--- config.mk ---
export PLATFORM = sky130hd
export DESIGN_NAME = bqd_ctrl
export DESIGN_NICKNAME = d
export VERILOG_FILES = /design/src/bqd_pkg.sv /design/src/bqd_ctrl.sv
export SDC_FILE = /design/constraint.sdc
export NUM_CORES = 1
export LEC_CHECK = 0
export ABC_AREA = 1
export BUFFER_PORTS_ARGS = -buffer_cell sky130_fd_sc_hd__buf_2
export CAP_MARGIN = 20
export CORE_AREA = 4 4 41 43
export DETAILED_ROUTE_END_ITERATION = 10
export DIE_AREA = 0 0 45 47
export GPL_TIMING_DRIVEN = 0
export PLACE_DENSITY = 0.61
export SYNTH_ARGS = -nofsm -noshare
export SYNTH_HDL_FRONTEND = slang
export SYNTH_SLANG_ARGS = --single-unit
--- constraint.sdc ---
create_clock -name clk_i -period 1 [get_ports clk_i]
set_input_delay 0.2 -clock clk_i [delete_from_list [all_inputs] [get_ports clk_i]]
set_output_delay 0.2 -clock clk_i [all_outputs]
set_load 0.01 [all_outputs]
--- src/bqd_pkg.sv ---
// Shared types, constants and fixed-point helpers for the biquad equalizer section.
`timescale 1ns / 1ps
`default_nettype none
package bqd_pkg;

  localparam int NUM_COEF = 5;

  // Coefficient slot codes
  localparam logic [2:0] SLOT_B0 = 3'd0;
  localparam logic [2:0] SLOT_B1 = 3'd1;
  localparam logic [2:0] SLOT_B2 = 3'd2;
  localparam logic [2:0] SLOT_A1 = 3'd3;
  localparam logic [2:0] SLOT_A2 = 3'd4;

  // Item modes
  localparam logic MODE_FILTER = 1'b0;
  localparam logic MODE_LOAD   = 1'b1;

  localparam int SAMPLE_W = 24;
  localparam int COEF_W   = 26;
  localparam int FB_W     = 28;
  localparam int DELAY_W  = 50;
  localparam int PROD_W   = COEF_W + FB_W;
  localparam int ACC_W    = 56;
  localparam int ADDR_W   = 9;

  typedef enum logic [3:0] {
    ST_IDLE,
    ST_DISPATCH,
    ST_RD_B0,
    ST_MUL_B0,
    ST_Y,
    ST_FB,
    ST_MUL_A1,
    ST_SUB_A1,
    ST_W1,
    ST_W2,
    ST_DONE
  } state_e;

  typedef enum logic [1:0] {
    ACC_HOLD,
    ACC_PROD_W2,
    ACC_SUB_PROD,
    ACC_PROD
  } acc_op_e;

  typedef struct packed {
    logic       coef_we;
    logic       coef_re;
    logic [2:0] slot;
    logic       delay_re;
    logic       mul_en;
    logic       mul_fb;
    logic       y_load;
    logic       fb_load;
    acc_op_e    acc_op;
    logic       wr_first;
    logic       wr_second;
    logic       out_load;
    logic       out_from_y;
  } cmd_t;

  typedef struct packed {
    logic is_load;
    logic tgt_ok;
    logic out_busy;
  } status_t;

  // Saturate the accumulator to the Q5.45 delay range
  function automatic logic signed [DELAY_W-1:0] sat_delay(input logic signed [ACC_W-1:0] v);
    logic signed [DELAY_W-1:0] r;
    if (v[ACC_W-1:DELAY_W-1] != {(ACC_W-DELAY_W+1){v[ACC_W-1]}}) begin
      r = v[ACC_W-1] ? {1'b1, {(DELAY_W-1){1'b0}}} : {1'b0, {(DELAY_W-1){1'b1}}};
    end else begin
      r = v[DELAY_W-1:0];
    end
    return r;
  endfunction

  // Q5.45 -> Q6.23, round half up
  function automatic logic signed [28:0] round_y(input logic signed [DELAY_W-1:0] y);
    logic signed [DELAY_W:0] t;
    t = {y[DELAY_W-1], y} + (51'sd1 <<< 21);
    return t[DELAY_W:22];
  endfunction

  function automatic logic signed [FB_W-1:0] sat_fb(input logic signed [28:0] v);
    logic signed [FB_W-1:0] r;
    if (v[28] != v[27]) begin
      r = v[28] ? {1'b1, {(FB_W-1){1'b0}}} : {1'b0, {(FB_W-1){1'b1}}};
    end else begin
      r = v[FB_W-1:0];
    end
    return r;
  endfunction

  function automatic logic out_clips(input logic signed [28:0] v);
    return v[28:SAMPLE_W-1] != {(30-SAMPLE_W){v[28]}};
  endfunction

  function automatic logic signed [SAMPLE_W-1:0] sat_out(input logic signed [28:0] v);
    logic signed [SAMPLE_W-1:0] r;
    if (out_clips(v)) begin
      r = v[28] ? {1'b1, {(SAMPLE_W-1){1'b0}}} : {1'b0, {(SAMPLE_W-1){1'b1}}};
    end else begin
      r = v[SAMPLE_W-1:0];
    end
    return r;
  endfunction

endpackage
`default_nettype wire

--- src/bqd_ctrl.sv ---
// Sequencing state machine for the biquad section: one item at a time.
`timescale 1ns / 1ps
`default_nettype none
module bqd_ctrl (
  input  wire                   clk_i,
  input  wire                   rst_ni,
  input  wire                   s_valid_i,
  output logic                  s_ready_o,
  input  wire bqd_pkg::status_t status_i,
  output bqd_pkg::cmd_t         cmd_o
);

  bqd_pkg::state_e state_q, state_d;

  always_ff @(posedge clk_i or negedge rst_ni) begin
    if (!rst_ni) begin
      state_q <= bqd_pkg::ST_IDLE;
    end else begin
      state_q <= state_d;
    end
  end

  always_comb begin
    state_d = state_q;
    case (state_q)
      bqd_pkg::ST_IDLE: begin
        if (s_valid_i) state_d = bqd_pkg::ST_DISPATCH;
      end
      bqd_pkg::ST_DISPATCH: begin
        if (status_i.is_load || !status_i.tgt_ok) begin
          state_d = bqd_pkg::ST_DONE;
        end else begin
          state_d = bqd_pkg::ST_RD_B0;
        end
      end
      bqd_pkg::ST_RD_B0:   state_d = bqd_pkg::ST_MUL_B0;
      bqd_pkg::ST_MUL_B0:  state_d = bqd_pkg::ST_Y;
      bqd_pkg::ST_Y:       state_d = bqd_pkg::ST_FB;
      bqd_pkg::ST_FB:      state_d = bqd_pkg::ST_MUL_A1;
      bqd_pkg::ST_MUL_A1:  state_d = bqd_pkg::ST_SUB_A1;
      bqd_pkg::ST_SUB_A1:  state_d = bqd_pkg::ST_W1;
      bqd_pkg::ST_W1:      state_d = bqd_pkg::ST_W2;
      bqd_pkg::ST_W2:      state_d = bqd_pkg::ST_DONE;
      bqd_pkg::ST_DONE: begin
        if (!status_i.out_busy) state_d = bqd_pkg::ST_IDLE;
      end
      default:             state_d = bqd_pkg::ST_IDLE;
    endcase
  end

  // Coefficient reads are registered ahead of the multiply that uses them
  always_comb begin
    cmd_o = '0;
    cmd_o.acc_op = bqd_pkg::ACC_HOLD;
    cmd_o.slot = bqd_pkg::SLOT_B0;
    s_ready_o = 1'b0;
    case (state_q)
      bqd_pkg::ST_IDLE: s_ready_o = 1'b1;
      bqd_pkg::ST_DISPATCH: begin
        cmd_o.coef_we = status_i.is_load && status_i.tgt_ok;
      end
      bqd_pkg::ST_RD_B0: begin
        cmd_o.coef_re  = 1'b1;
        cmd_o.slot     = bqd_pkg::SLOT_B0;
        cmd_o.delay_re = 1'b1;
      end
      bqd_pkg::ST_MUL_B0: begin
        cmd_o.mul_en  = 1'b1;
        cmd_o.coef_re = 1'b1;
        cmd_o.slot    = bqd_pkg::SLOT_B1;
      end
      bqd_pkg::ST_Y: begin
        cmd_o.y_load  = 1'b1;
        cmd_o.mul_en  = 1'b1;
        cmd_o.coef_re = 1'b1;
        cmd_o.slot    = bqd_pkg::SLOT_A1;
      end
      bqd_pkg::ST_FB: begin
        cmd_o.fb_load = 1'b1;
        cmd_o.acc_op  = bqd_pkg::ACC_PROD_W2;
      end
      bqd_pkg::ST_MUL_A1: begin
        cmd_o.mul_en  = 1'b1;
        cmd_o.mul_fb  = 1'b1;
        cmd_o.coef_re = 1'b1;
        cmd_o.slot    = bqd_pkg::SLOT_B2;
      end
      bqd_pkg::ST_SUB_A1: begin
        cmd_o.acc_op  = bqd_pkg::ACC_SUB_PROD;
        cmd_o.mul_en  = 1'b1;
        cmd_o.coef_re = 1'b1;
        cmd_o.slot    = bqd_pkg::SLOT_A2;
      end
      bqd_pkg::ST_W1: begin
        cmd_o.wr_first = 1'b1;
        cmd_o.acc_op   = bqd_pkg::ACC_PROD;
        cmd_o.mul_en   = 1'b1;
        cmd_o.mul_fb   = 1'b1;
      end
      bqd_pkg::ST_W2: cmd_o.wr_second = 1'b1;
      bqd_pkg::ST_DONE: begin
        cmd_o.out_load   = !status_i.out_busy;
        cmd_o.out_from_y = !status_i.is_load && status_i.tgt_ok;
      end
      default: ;
    endcase
  end

endmodule
`default_nettype wire

==> results.txt <==
CTS clk-pin slew, worst paths: 0.04 ns
Final setup viols: 20
Slew @ Worst Pin: 0.1928 ns
Reg-to-Reg End: state_q[3]
CTS Root Cell: clkbuf_4
Reg2reg start: state_q[3]
Final worst hold slack: 0.2954 ns
Drt wl/cell: 10.33 um
Die height: 47 um
CP max-delay cell: dfrtp_2
Clock latency at the later pin of the worst-skew pair: 0.24 ns
Synthesized area per cell: 5.756 sq um
Status: complete, but fails checks
Initial Util: 26.54%
Multi-input logic area: 265.3 sq um
Min cycle time layout: 1.447 ns
Detail Route Antenna Nets: 0
Unrepaired setup endpoints after global routing: yes
Fin crit share: 144.7%
DRC: 0
DIE WIDTH: 45 um
Dominant cells by area after synthesis: dfrtp_1 (29%), nand2_1 (17%), nor2_1 (12%)
Worst-path maximum fanout: 6
Number of global-route vias before repair: 394
Post-layout util: 49.04%
H-tree lvl count: 1
CTS tree: built
Grt total ovfl: 0
Drt initial violations: 4
FF+latch count, synth: 4
CP cell instances: inv_2 -> nand2_2 -> nor2_4 -> nor2_4 -> nand3b_1 -> buf_2
CTS Sinks: 4
Final worst setup slack: -0.4469 ns
Mapped Cells: 60
R2R depth: 6
Placer Congestion: 0.8125
Syn nets: 66
GRT Resource Usage Total: 10.77%
Leak Pwr: 0.3841 nW
Post-synthesis cell area: 345.3 sq um
Clock buffer depth: 2
Slew headroom: 87.14%
Largest delay contributor family on the critical path: flip-flops
Synth unique cells: 13
Antenna diodes: 0
PD cells: 3117 mW/mm^2
CP Data Required Time: 0.80 ns
Max-cap violations: 0
Crit path top cell by count: nor2_4
Failing checks: negative setup slack
Vias/cell: 4.387
Total die area: 0.002115 sq mm
Share of Yosys cell area claimed by the top area cell type: 28.99%
Max reg flops: 4
Setup TNS: -6.923 ns
Core ar.: 0.001301 sq mm
Filler cell count: 137
Biggest regs: state_q: 4 flops
Fmax: 0.6912 GHz
DPL Wire Length: 842.4 um
WL final: 1095 um
Peak supply drop: 1.627 mV
Crit path launch type: flip-flop
Critical path buffers and inverters: 2
TritonCTS Buffers: 3
Vias post-DR: 465
Area grow syn2layout: 84.78%
WS Path Type: flip-flop to primary output
Share of cells above drive strength 1: 61.54%
R2r setup slk: -0.12 ns
Endpoint type of the worst setup path: primary output
Clock skew: 0.002606 ns
FP Rows: 13
Synth warn: 0
Reg with most FFs: state_q
Nets: 99
First-pass GRT wire length: 1642 um
Post-Layout Cell Count: 106
Critical path arrival: 1.25 ns
DRT Pass-1 Iters: 2
Dominant cell type by area after synthesis: dfrtp_1
Most frequent cells in the layout: buf_2 (19), nand2_1 (11), inv_1 (7)
Number of port buffers: 22
Final Hold Fails: 0
Post-placement cell count: 97
Final Slew Violations: 0
Register area: 105.1 sq um
Hold WC Path Type: input port to asynchronous set/reset pin
IO Pins: 23
Pin count of the biggest net entering global routing: 8
Seq/Total Area, Yosys: 28.99%
Max incr delay on CP: 0.47 ns
Initial antenna violation count: 0
Most common cell after layout, fill and taps aside: buf_2
layout make-up:
type                    count  share of cell area [%]
well taps                  15                   2.941
multi-input cells          44                   41.57
flip-flops and latches      4                   16.47
clock buffers               3                   3.529
repair buffers             28                   27.65
inverters                  12                   7.843
worst max path at each step:
stage | slack, ns | cells after the start | startpoint | endpoint
after CTS | -0.46 | 4 | state_q[2] | cmd_o[15]
after detailed placement | -0.29 | 4 | state_q[2] | cmd_o[15]
after global placement | -0.29 | 4 | state_q[2] | cmd_o[11]
final | -0.45 | 6 | state_q[2] | cmd_o[9]
after global routing | -0.52 | 6 | state_q[3] | cmd_o[9]
after floorplan | -0.11 | 3 | state_q[2] | cmd_o[15]
worst register-to-register path, delay by kind of cell (launching register included):
| kind | cells | cell delay [ns] |
|---|---|---|
| flip-flops | 1 | 0.44 |
| buffers and inverters | 2 | 0.20 |
| AND/OR/NAND/NOR | 4 | 0.33 |
where the power goes:
part | switching (W) | internal [W] | total (W)
Clock | 0.0000652 | 0.000134 | 0.000199
Combinational | 0.000771 | 0.000603 | 0.00137
Sequential | 0.000161 | 0.000254 | 0.000415
Total | 0.000997 | 0.000992 | 0.00199
layer usage:
metal / track usage (%) / wire [um]
met1: 13.04 / 475
met2: 16.95 / 534
met3: 2.682 / 70
met4: 7.018 / 14
met5: 0 / 0
cells by family after synthesis:
group,after synthesis,share of synthesized area [%]
buffers and inverters,12,13.04
AO/OA/AOI/OAI,4,6.521
AND/OR/NAND/NOR,40,51.45
flip-flops,4,28.99
Yosys cell counts:
library cell	count
a211oi_1	1
dfrtp_1	4
inv_1	9
inv_2	3
nand2_1	16
nand2_2	1
nand3_1	4
nand3b_1	1
nand4_1	2
nor2_1	11
nor2_2	4
nor3_1	1
o21ai_0	3
metrics by stage:
stage          total power [W]  instance area, sq um  setup slack (ns)
2_1_floorplan         0.001090                 380.4           -0.1109
3_3_place_gp          0.001443                 509.2           -0.2903
3_5_place_dp          0.001451                 509.2           -0.2876
4_1_cts               0.001803                 581.8           -0.4635
5_1_grt               0.002169                 638.1           -0.5223
6_report              0.001989                 638.1           -0.4469
repair_timing:
item / 4_1_cts / 5_1_grt
setup buffers: 1 / 4
endpoints found under the hold margin: 4 / 0
hold buffers: 1 / 0
gates resized for setup: 11 / 9
setup endpoints to repair: 21 / 21
pin swaps: 2 / 4
No activity file was read; power rests on OpenSTA's default activity.
